### src/mrq_pkg.sv
`timescale 1ns / 1ps

package mrq_pkg;

    localparam int ID_W   = 6;
    localparam int PRIO_W = 8;
    localparam int OP_W   = 2;
    localparam int ST_W   = 2;

    // Operation codes
    localparam logic [OP_W-1:0] OP_ADD    = 2'd0;
    localparam logic [OP_W-1:0] OP_REMOVE = 2'd1;
    localparam logic [OP_W-1:0] OP_PICK   = 2'd2;
    localparam logic [OP_W-1:0] OP_CHANGE = 2'd3;

    // Result status codes
    localparam logic [ST_W-1:0] ST_DONE       = 2'd0;
    localparam logic [ST_W-1:0] ST_NOT_QUEUED = 2'd1;
    localparam logic [ST_W-1:0] ST_EMPTY      = 2'd2;
    localparam logic [ST_W-1:0] ST_QUEUED     = 2'd3;

    typedef struct packed {
        logic [OP_W-1:0]          operation;
        logic [ID_W-1:0]          thread_id;
        logic signed [PRIO_W-1:0] priority_req;
    } mrq_req_t;

    typedef struct packed {
        logic [ST_W-1:0] status;
        logic [ID_W-1:0] picked_id;
        logic            picked_valid;
    } mrq_rsp_t;

    // Commands from the controller to the datapath
    typedef struct packed {
        logic            accept;
        logic            clr_step;
        logic            pick_sel;
        logic            info_chk;
        logic            pick_head;
        logic            unlink_wr;
        logic            link_rd;
        logic            link_wr;
        logic            set_status;
        logic [ST_W-1:0] status_code;
        logic            rsp_load;
    } mrq_cmd_t;

    // Status from the datapath to the controller
    typedef struct packed {
        logic [OP_W-1:0] op;
        logic            id_bad;
        logic            queued;
        logic            mask_empty;
        logic            clr_last;
        logic            out_free;
    } mrq_stat_t;

endpackage

### src/multilevel_ready_queue.sv
`timescale 1ns / 1ps

// Multilevel ready queue: one FIFO list of thread ids per priority level.
// Request channel (req_valid / req_stall / req_data) carries one item:
// operation (add, remove, pick next, change priority), thread id and
// priority. Response channel (rsp_valid / rsp_stall / rsp_data) returns
// exactly one item per request: status, picked id and picked flag.
// A bad id, an empty pick and a refused add or remove skip the link steps;
// add links the thread in, remove unlinks it, pick unlinks the head of the
// highest nonempty level, and change of a queued thread's priority unlinks
// and relinks it. The next request is taken in the cycle after the response
// is registered; the sequencer serializes the registered-read link memories.
// After reset the block sweeps the per-thread flag memory with req_stall
// high; then it starts taking requests. A stalled response holds in the
// output register; the block still takes and works on one more request and
// then waits until the register frees.
module multilevel_ready_queue #(
    parameter int LEVELS  = 8,
    parameter int THREADS = 64
) (
    input  logic              clk,
    input  logic              rst_n,
    input  logic              req_valid,
    output logic              req_stall,
    input  mrq_pkg::mrq_req_t req_data,
    output logic              rsp_valid,
    input  logic              rsp_stall,
    output mrq_pkg::mrq_rsp_t rsp_data
);

    import mrq_pkg::*;

    // Command and status between sequencer and datapath
    mrq_cmd_t  cmd;
    mrq_stat_t stat;

    // Sequencer: walks each operation through read and write steps
    mrq_ctrl u_ctrl (
        .clk       (clk),
        .rst_n     (rst_n),
        .req_valid (req_valid),
        .req_stall (req_stall),
        .cmd       (cmd),
        .stat      (stat)
    );

    // Datapath: link, level-end and flag memories, level mask, result register
    mrq_datapath #(
        .LEVELS  (LEVELS),
        .THREADS (THREADS)
    ) u_datapath (
        .clk       (clk),
        .rst_n     (rst_n),
        .req_data  (req_data),
        .rsp_stall (rsp_stall),
        .rsp_valid (rsp_valid),
        .rsp_data  (rsp_data),
        .cmd       (cmd),
        .stat      (stat)
    );

endmodule

### src/mrq_ram.sv
`timescale 1ns / 1ps

module mrq_ram #(
    parameter int WIDTH = 8,
    parameter int DEPTH = 64
) (
    input  logic                                        clk,
    input  logic                                        we,
    input  logic [((DEPTH > 1) ? $clog2(DEPTH) : 1)-1:0] waddr,
    input  logic [WIDTH-1:0]                            wdata,
    input  logic [((DEPTH > 1) ? $clog2(DEPTH) : 1)-1:0] raddr,
    output logic [WIDTH-1:0]                            rdata
);

    logic [WIDTH-1:0] mem_reg [DEPTH];
    logic [WIDTH-1:0] rdata_reg;

    always_ff @(posedge clk)
    begin
        if (we)
        begin
            mem_reg[waddr] <= wdata;
        end
        rdata_reg <= mem_reg[raddr];
    end

    assign rdata = rdata_reg;

endmodule

### src/mrq_ctrl.sv
`timescale 1ns / 1ps

module mrq_ctrl (
    input  logic               clk,
    input  logic               rst_n,
    input  logic               req_valid,
    output logic               req_stall,
    output mrq_pkg::mrq_cmd_t  cmd,
    input  mrq_pkg::mrq_stat_t stat
);

    import mrq_pkg::*;

    typedef enum logic [11:0] {
        S_CLEAR    = 12'b0000_0000_0001,
        S_IDLE     = 12'b0000_0000_0010,
        S_INFO_RD  = 12'b0000_0000_0100,
        S_INFO_CHK = 12'b0000_0000_1000,
        S_PICK_RD  = 12'b0000_0001_0000,
        S_PICK_HD  = 12'b0000_0010_0000,
        S_UNL_RD   = 12'b0000_0100_0000,
        S_UNL_WR   = 12'b0000_1000_0000,
        S_LNK_RD   = 12'b0001_0000_0000,
        S_LNK_WR   = 12'b0010_0000_0000,
        S_RESP     = 12'b0100_0000_0000,
        S_SPARE    = 12'b1000_0000_0000
    } state_t;

    state_t state_reg;
    state_t state_next;

    assign req_stall = (state_reg != S_IDLE);

    always_comb
    begin
        state_next = state_reg;
        cmd        = '0;
        case (state_reg)
            S_CLEAR:
            begin
                cmd.clr_step = 1'b1;
                if (stat.clr_last)
                begin
                    state_next = S_IDLE;
                end
            end
            S_IDLE:
            begin
                if (req_valid)
                begin
                    cmd.accept = 1'b1;
                    state_next = S_INFO_RD;
                end
            end
            S_INFO_RD:
            begin
                if (stat.op == OP_PICK)
                begin
                    if (stat.mask_empty)
                    begin
                        cmd.set_status  = 1'b1;
                        cmd.status_code = ST_EMPTY;
                        state_next      = S_RESP;
                    end
                    else
                    begin
                        cmd.pick_sel = 1'b1;
                        state_next   = S_PICK_RD;
                    end
                end
                else if (stat.id_bad)
                begin
                    cmd.set_status  = 1'b1;
                    cmd.status_code = ST_NOT_QUEUED;
                    state_next      = S_RESP;
                end
                else
                begin
                    state_next = S_INFO_CHK;
                end
            end
            S_INFO_CHK:
            begin
                cmd.info_chk = 1'b1;
                case (stat.op)
                    OP_ADD:
                    begin
                        if (stat.queued)
                        begin
                            cmd.set_status  = 1'b1;
                            cmd.status_code = ST_QUEUED;
                            state_next      = S_RESP;
                        end
                        else
                        begin
                            state_next = S_LNK_RD;
                        end
                    end
                    OP_REMOVE:
                    begin
                        if (stat.queued)
                        begin
                            state_next = S_UNL_RD;
                        end
                        else
                        begin
                            cmd.set_status  = 1'b1;
                            cmd.status_code = ST_NOT_QUEUED;
                            state_next      = S_RESP;
                        end
                    end
                    OP_CHANGE:
                    begin
                        state_next = stat.queued ? S_UNL_RD : S_LNK_RD;
                    end
                    default:
                    begin
                        state_next = S_RESP;
                    end
                endcase
            end
            S_PICK_RD:
            begin
                state_next = S_PICK_HD;
            end
            S_PICK_HD:
            begin
                cmd.pick_head = 1'b1;
                state_next    = S_UNL_RD;
            end
            S_UNL_RD:
            begin
                state_next = S_UNL_WR;
            end
            S_UNL_WR:
            begin
                cmd.unlink_wr = 1'b1;
                state_next    = (stat.op == OP_CHANGE) ? S_LNK_RD : S_RESP;
            end
            S_LNK_RD:
            begin
                cmd.link_rd = 1'b1;
                state_next  = S_LNK_WR;
            end
            S_LNK_WR:
            begin
                cmd.link_wr = 1'b1;
                state_next  = S_RESP;
            end
            S_RESP:
            begin
                if (stat.out_free)
                begin
                    cmd.rsp_load = 1'b1;
                    state_next   = S_IDLE;
                end
            end
            default:
            begin
                state_next = S_IDLE;
            end
        endcase
    end

    always_ff @(posedge clk or negedge rst_n)
    begin
        if (!rst_n)
        begin
            state_reg <= S_CLEAR;
        end
        else
        begin
            state_reg <= state_next;
        end
    end

    // The clearing sweep runs once after reset only
    a_clear_once: assert property (@(posedge clk) disable iff (!rst_n)
        (state_reg != S_CLEAR) |=> (state_reg != S_CLEAR))
        else $error("clearing sweep re-entered");

endmodule

### src/mrq_datapath.sv
`timescale 1ns / 1ps

module mrq_datapath #(
    parameter int LEVELS  = 8,
    parameter int THREADS = 64
) (
    input  logic               clk,
    input  logic               rst_n,
    input  mrq_pkg::mrq_req_t  req_data,
    input  logic               rsp_stall,
    output logic               rsp_valid,
    output mrq_pkg::mrq_rsp_t  rsp_data,
    input  mrq_pkg::mrq_cmd_t  cmd,
    output mrq_pkg::mrq_stat_t stat
);

    import mrq_pkg::*;

    localparam int LW  = (LEVELS > 1) ? $clog2(LEVELS) : 1;
    localparam int IW  = $clog2(THREADS);
    localparam int AW  = $clog2(THREADS + 1);
    localparam int FW  = LW + 1;
    localparam int DIV = 100 / LEVELS;
    localparam logic [AW-1:0] NIL = AW'(THREADS);

    // Item registers
    logic [OP_W-1:0]   op_reg;
    logic [AW-1:0]     tgt_reg;
    logic              id_bad_reg;
    logic [LW-1:0]     lvn_reg;
    logic [LW-1:0]     lv_old_reg;
    logic [ST_W-1:0]   status_reg;
    logic [ID_W-1:0]   picked_id_reg;
    logic              picked_valid_reg;
    mrq_rsp_t          rsp_data_reg;

    // Control registers
    logic [LEVELS-1:0] mask_reg;
    logic [LEVELS-1:0] mask_next;
    logic [IW-1:0]     clr_cnt_reg;
    logic              rsp_valid_reg;
    logic              rsp_valid_next;

    logic signed [PRIO_W-1:0] prio_in;
    logic [LW-1:0]     lvn_calc;
    logic [LW-1:0]     pick_lv;

    // Memory ports
    logic              next_we, prev_we, info_we, head_we, tail_we;
    logic [IW-1:0]     next_waddr, prev_waddr, info_waddr;
    logic [LW-1:0]     head_waddr, tail_waddr;
    logic [AW-1:0]     next_wdata, prev_wdata, head_wdata, tail_wdata;
    logic [FW-1:0]     info_wdata;
    logic [AW-1:0]     next_rdata, prev_rdata, head_rdata, tail_rdata;
    logic [FW-1:0]     info_rdata;

    logic              p_ok, n_ok, old_ok;
    logic [AW-1:0]     link_old;

    assign prio_in = req_data.priority_req;

    // Level is the count of band thresholds reached; negative stays at zero
    always_comb
    begin
        lvn_calc = '0;
        for (int k = 1; k < LEVELS; k++)
        begin
            if (int'(prio_in) >= k * DIV)
            begin
                lvn_calc = LW'(k);
            end
        end
    end

    // Highest nonempty level
    always_comb
    begin
        pick_lv = '0;
        for (int k = 0; k < LEVELS; k++)
        begin
            if (mask_reg[k])
            begin
                pick_lv = LW'(k);
            end
        end
    end

    mrq_ram #(.WIDTH(AW), .DEPTH(THREADS)) u_next_mem (
        .clk   (clk),
        .we    (next_we),
        .waddr (next_waddr),
        .wdata (next_wdata),
        .raddr (tgt_reg[IW-1:0]),
        .rdata (next_rdata)
    );

    mrq_ram #(.WIDTH(AW), .DEPTH(THREADS)) u_prev_mem (
        .clk   (clk),
        .we    (prev_we),
        .waddr (prev_waddr),
        .wdata (prev_wdata),
        .raddr (tgt_reg[IW-1:0]),
        .rdata (prev_rdata)
    );

    mrq_ram #(.WIDTH(FW), .DEPTH(THREADS)) u_info_mem (
        .clk   (clk),
        .we    (info_we),
        .waddr (info_waddr),
        .wdata (info_wdata),
        .raddr (tgt_reg[IW-1:0]),
        .rdata (info_rdata)
    );

    mrq_ram #(.WIDTH(AW), .DEPTH(LEVELS)) u_head_mem (
        .clk   (clk),
        .we    (head_we),
        .waddr (head_waddr),
        .wdata (head_wdata),
        .raddr (lv_old_reg),
        .rdata (head_rdata)
    );

    mrq_ram #(.WIDTH(AW), .DEPTH(LEVELS)) u_tail_mem (
        .clk   (clk),
        .we    (tail_we),
        .waddr (tail_waddr),
        .wdata (tail_wdata),
        .raddr (lvn_reg),
        .rdata (tail_rdata)
    );

    assign p_ok     = (prev_rdata < NIL);
    assign n_ok     = (next_rdata < NIL);
    assign old_ok   = mask_reg[lvn_reg];
    assign link_old = old_ok ? tail_rdata : NIL;

    always_comb
    begin
        next_we    = 1'b0;
        next_waddr = '0;
        next_wdata = '0;
        prev_we    = 1'b0;
        prev_waddr = '0;
        prev_wdata = '0;
        head_we    = 1'b0;
        head_waddr = '0;
        head_wdata = '0;
        tail_we    = 1'b0;
        tail_waddr = '0;
        tail_wdata = '0;
        info_we    = 1'b0;
        info_waddr = '0;
        info_wdata = '0;
        mask_next  = mask_reg;

        if (cmd.clr_step)
        begin
            info_we    = 1'b1;
            info_waddr = clr_cnt_reg;
            info_wdata = '0;
        end

        // Splice the target out: bridge its neighbors or move the level ends
        if (cmd.unlink_wr)
        begin
            if (p_ok)
            begin
                next_we    = 1'b1;
                next_waddr = prev_rdata[IW-1:0];
                next_wdata = next_rdata;
            end
            else
            begin
                head_we    = 1'b1;
                head_waddr = lv_old_reg;
                head_wdata = next_rdata;
                mask_next[lv_old_reg] = n_ok;
            end
            if (n_ok)
            begin
                prev_we    = 1'b1;
                prev_waddr = next_rdata[IW-1:0];
                prev_wdata = prev_rdata;
            end
            else
            begin
                tail_we    = 1'b1;
                tail_waddr = lv_old_reg;
                tail_wdata = prev_rdata;
            end
            info_we    = 1'b1;
            info_waddr = tgt_reg[IW-1:0];
            info_wdata = {1'b0, lv_old_reg};
        end

        // Terminate the new tail while the old tail is read
        if (cmd.link_rd)
        begin
            next_we    = 1'b1;
            next_waddr = tgt_reg[IW-1:0];
            next_wdata = NIL;
        end

        if (cmd.link_wr)
        begin
            prev_we    = 1'b1;
            prev_waddr = tgt_reg[IW-1:0];
            prev_wdata = link_old;
            if (old_ok)
            begin
                next_we    = 1'b1;
                next_waddr = link_old[IW-1:0];
                next_wdata = tgt_reg;
            end
            else
            begin
                head_we    = 1'b1;
                head_waddr = lvn_reg;
                head_wdata = tgt_reg;
            end
            tail_we    = 1'b1;
            tail_waddr = lvn_reg;
            tail_wdata = tgt_reg;
            info_we    = 1'b1;
            info_waddr = tgt_reg[IW-1:0];
            info_wdata = {1'b1, lvn_reg};
            mask_next[lvn_reg] = 1'b1;
        end
    end

    always_comb
    begin
        rsp_valid_next = rsp_valid_reg;
        if (cmd.rsp_load)
        begin
            rsp_valid_next = 1'b1;
        end
        else if (!rsp_stall)
        begin
            rsp_valid_next = 1'b0;
        end
    end

    always_ff @(posedge clk or negedge rst_n)
    begin
        if (!rst_n)
        begin
            mask_reg      <= '0;
            clr_cnt_reg   <= '0;
            rsp_valid_reg <= 1'b0;
        end
        else
        begin
            mask_reg      <= mask_next;
            rsp_valid_reg <= rsp_valid_next;
            if (cmd.clr_step)
            begin
                clr_cnt_reg <= clr_cnt_reg + 1'b1;
            end
        end
    end

    always_ff @(posedge clk)
    begin
        if (cmd.accept)
        begin
            op_reg           <= req_data.operation;
            tgt_reg          <= AW'(req_data.thread_id);
            id_bad_reg       <= (int'(req_data.thread_id) >= THREADS);
            lvn_reg          <= lvn_calc;
            status_reg       <= ST_DONE;
            picked_id_reg    <= '0;
            picked_valid_reg <= 1'b0;
        end
        if (cmd.pick_sel)
        begin
            lv_old_reg <= pick_lv;
        end
        if (cmd.info_chk)
        begin
            lv_old_reg <= info_rdata[LW-1:0];
        end
        if (cmd.pick_head)
        begin
            tgt_reg          <= head_rdata;
            picked_id_reg    <= ID_W'(head_rdata);
            picked_valid_reg <= 1'b1;
        end
        if (cmd.set_status)
        begin
            status_reg <= cmd.status_code;
        end
        if (cmd.rsp_load)
        begin
            rsp_data_reg.status       <= status_reg;
            rsp_data_reg.picked_id    <= picked_id_reg;
            rsp_data_reg.picked_valid <= picked_valid_reg;
        end
    end

    assign stat.op         = op_reg;
    assign stat.id_bad     = id_bad_reg;
    assign stat.queued     = info_rdata[FW-1];
    assign stat.mask_empty = (mask_reg == '0);
    assign stat.clr_last   = (clr_cnt_reg == IW'(THREADS - 1));
    assign stat.out_free   = !rsp_valid_reg || !rsp_stall;

    assign rsp_valid = rsp_valid_reg;
    assign rsp_data  = rsp_data_reg;

    a_no_self_link: assert property (@(posedge clk) disable iff (!rst_n)
        (cmd.link_wr && old_ok) |-> (tail_rdata != tgt_reg))
        else $error("thread linked behind itself");

    a_pick_nonempty: assert property (@(posedge clk) disable iff (!rst_n)
        cmd.pick_head |-> mask_reg[lv_old_reg])
        else $error("head taken from an empty level");

    a_unlink_nonempty: assert property (@(posedge clk) disable iff (!rst_n)
        cmd.unlink_wr |-> mask_reg[lv_old_reg])
        else $error("unlink from an empty level");

    a_no_overwrite: assert property (@(posedge clk) disable iff (!rst_n)
        cmd.rsp_load |-> (!rsp_valid_reg || !rsp_stall))
        else $error("pending result overwritten");

endmodule
### config.mk
export PLATFORM = sky130hd
export DESIGN_NAME = multilevel_ready_queue
export DESIGN_NICKNAME = d
export VERILOG_FILES = /design/src/mrq_pkg.sv /design/src/multilevel_ready_queue.sv /design/src/mrq_ram.sv /design/src/mrq_ctrl.sv /design/src/mrq_datapath.sv
export SDC_FILE = /design/constraint.sdc
export NUM_CORES = 1
export LEC_CHECK = 0
export ABC_AREA = 1
export BUFFER_PORTS_ARGS = -buffer_cell sky130_fd_sc_hd__buf_2
export CAP_MARGIN = 20
export CORE_MARGIN = 10
export CORE_UTILIZATION = 60
export CTS_CLUSTER_DIAMETER = 50
export DETAILED_ROUTE_END_ITERATION = 16
export PLACE_DENSITY = 0.76
export SYNTH_ARGS = -nofsm -noshare
export SYNTH_HDL_FRONTEND = slang
export SYNTH_HIERARCHICAL = 1
export SYNTH_SLANG_ARGS = --single-unit
### constraint.sdc
create_clock -name clk -period 5.6 [get_ports clk]
set_input_delay 0.84 -clock clk [delete_from_list [all_inputs] [get_ports clk]]
set_output_delay 0.84 -clock clk [all_outputs]
set_load 0.005 [all_outputs]
==> results.py <==
metrics = {
    "outcome": {
        "status": "completed",
    },
    "setup_path": {
        "crit_top_cell": "nor2_2",
        "path_buf_inv": 2,
        "reg2reg_to": "u_datapath/u_prev_mem/mem_reg[15][5]",
        "end_kind": "flop",
        "arrival_ps": 4830,
        "required_ps": 5960,
        "crit_family": "simple AND/OR/NAND/NOR gates",
        "cp_max_fo": 9,
        "start_kind": "flop",
        "cp_slowest_stage_delay_ps": 930,
        "ff2ff_path_depth": 9,
        "path_class": "reg -> reg",
        "crit_chain": "nor2_2 -> nand2_1 -> nor2_2 -> nand2_2 -> inv_1 -> inv_2 -> o21ai_0 -> nand4_1 -> nor2_1",
        "worstReg2RegStart": "u_ctrl/state_reg[2]",
        "critical-path-slowest-cell": "nor2_1",
        "r2r_setup_slack_ps": 1130,
    },
    "route": {
        "dr_wl_met3_mm": 13.1,
        "post_drt_wl_per_cell_um": 20.3,
        "drt-pass1-iter-count": 8,
        "dr_wl_met2_mm": 63.6,
        "top_layer": "met5",
        "vias_per_cell": 5.88,
        "totalWireLength_mm": 133,
        "drc": 0,
        "vias": 38500,
        "wl_met1_mm": 51.4,
        "ant_nets": 0,
        "drt-initial-drc-count": 4805,
    },
    "sta": {
        "max_slew.worst_pin.slew_ps": 1070,
        "timing.final.crit_period_ps": 4470,
        "timing.fmax_mhz": 224,
        "hold_viol": 0,
        "timing.final.crit_share": 0.799,
        "finalSetupViolations": 0,
        "timing.setup.tns_ps": 0,
        "relSlewSlack": 0.282,
        "drv_slew": 0,
        "rsz0062_at_grt": "no",
        "finClkSkew_ps": 28.9,
    },
    "layout": {
        "final_cell_mix": "1802 x nand2_1, 1296 x edfxtp_1, 1092 x nand3_1, 236 x nor2_1, 224 x inv_1",
        "nNetsFinal": 5189,
        "fillers": 6751,
        "area_growth_pct": 9.04,
        "final_common_cell": "nand2_1",
        "multi_input_area_um2": 14500,
        "drive_above_1_share": 0.0733,
        "seq_area_um2": 40200,
        "antenna_cells": 0,
    },
    "die": {
        "core_area_um2": 94900,
        "boundaryPins": 31,
        "rows": 113,
        "die_y_um": 329,
        "chipWidth_um": 329,
        "die-area_um2": 108000,
        "start_util": 0.605,
    },
    "grt": {
        "grt_max_degree": 176,
        "gr-total-overflow": 0,
        "first_global_vias": 36100,
        "grt_pass1_wl_mm": 202,
        "antenna_found_initial": 1,
        "track_usage": 0.239,
    },
    "yosys": {
        "synthesis.nets": 5231,
        "synthFlopType": "edfxtp_1",
        "ys_seq_elements": 1355,
        "mappedNetlistArea_um2": 57400,
        "ys_types": 44,
        "postSynth.asyncResetShare": 0.0192,
        "syn-instance-count": 5210,
        "synth_edf_count": 1296,
        "syn_area_per_cell_um2": 11.0,
        "yosysWarnings": 6,
        "ys_seq_area_frac": 0.701,
    },
    "power_and_ir_drop": {
        "power_mw": 23.9,
        "power_density_nw_per_um2": 382,
        "ir_worst_vdd_uv": 323,
        "leakage_nw": 23.7,
    },
    "cts": {
        "clock_latency_ps": 740,
        "cts_setup_buffers": 0,
        "clockBufferDepth": 3,
        "htreeDepth": 4,
        "numCtsBuffers": 136,
        "tritoncts": "done",
        "cts_root_buffer": "clkbuf_16",
        "cts_num_sinks": 1355,
        "post_cts_resized": 0,
        "holdBufCountCts": 0,
        "cts.clk_slew.worst_paths_ps": 60,
    },
    "job": {
        "cap_violations": 0,
    },
    "placement": {
        "gp_congestion": 0.895,
        "dp_hpwl_mm": 77.0,
        "portBuffers": 28,
    },
    "min_path": {
        "holdCritPathClass": "in -> async",
    },
}
## through the flow
| step | utilization | instances | setup WS [ps] | instance area (um^2) | hold WS [ps] |
|---|---|---|---|---|---|
| finish | 0.659 | 6543 | 1130 | 62500 | 126 |
| global placement | 0.611 | 6289 | 1450 | 58000 | 403 |
| detailed placement | 0.611 | 6289 | 1230 | 58000 | 411 |
| CTS | 0.658 | 6537 | 1200 | 62400 | 101 |
| floorplan | - | 5210 | 637 | 57400 | 400 |
| global route | 0.659 | 6543 | 866 | 62500 | 147 |
## where the power goes
part,internal [mW],switching [mW]
Clock,5.24,3.72
Sequential,11.1,0.159
Combinational,1.01,2.66
Total,17.3,6.54
## cell usage after synthesis (3+ instances only)
library cell     n  area share
nand2_1       1816        0.12
nand2_4          3     0.00059
inv_2           14     0.00092
nand3_2         14      0.0024
nor3_1          11     0.00096
xor2_1           4     0.00061
buf_1           24      0.0016
nor4_1          25      0.0027
inv_1          227       0.015
nand4_1         35      0.0038
buf_12           5      0.0017
nand2_2         13      0.0014
buf_6           43      0.0084
o211ai_1         3     0.00039
nor2_2           7     0.00076
dfrtp_1         25       0.011
nor2_1         236       0.015
buf_2          114      0.0099
edfxtp_1      1296        0.68
o21ai_0         30      0.0026
clkbuf_1        50      0.0033
o31ai_1         10      0.0013
nand3_1       1092       0.095
or2_2            3     0.00033
inv_4            3     0.00033
buf_4           46      0.0060
dfxtp_1         33       0.012
a21oi_1          7     0.00061
a22oi_1          3     0.00039
## per-layer routing
| metal | up-vias | track usage |
|---|---|---|
| li1 | 17900 | - |
| met1 | 18200 | 0.321 |
| met2 | 2042 | 0.388 |
| met3 | 350 | 0.0427 |
| met4 | 2 | 0.0964 |
| met5 | - | 0 |
## final cells by class
| type | count | share of cell area |
|---|---|---|
| flip-flops and latches | 1355 | 0.643 |
| multi-input cells | 3327 | 0.231 |
| clock buffers | 175 | 0.0596 |
| well taps | 1265 | 0.0253 |
| inverters | 244 | 0.0149 |
| repair buffers | 104 | 0.0141 |
| clock inverters | 73 | 0.0115 |
## worst max-delay path by stage
stage	from	end	slack [ps]	cells past startpoint
3_3_place_gp	u_ctrl/state_reg[10]	u_datapath/u_prev_mem/mem_reg[11][1]	1450	9
6_report	u_ctrl/state_reg[2]	u_datapath/u_prev_mem/mem_reg[15][5]	1130	9
4_1_cts	u_ctrl/state_reg[8]	u_datapath/u_prev_mem/mem_reg[10][3]	1200	9
3_5_place_dp	u_ctrl/state_reg[8]	u_datapath/u_prev_mem/mem_reg[10][5]	1230	9
5_1_grt	u_ctrl/state_reg[1]	u_datapath/u_prev_mem/mem_reg[15][5]	870	9
2_1_floorplan	u_ctrl/state_reg[0]	u_datapath/u_info_mem/mem_reg[0][0]	640	8
## logic make-up after synthesis
| logic type | count (synthesis) | synth area share |
|---|---|---|
| and+or+nand+nor | 3259 | 0.244 |
| xor gates and xnor gates | 5 | 0.000763 |
| buffers and inverters | 528 | 0.0476 |
| adders and majority gates | 1 | 0.000218 |
| DFF | 1355 | 0.701 |
| AOI/OAI and AO/OA | 61 | 0.00646 |
| other | 1 | 0.0000654 |
No activity file was read; power rests on OpenSTA's default activity.
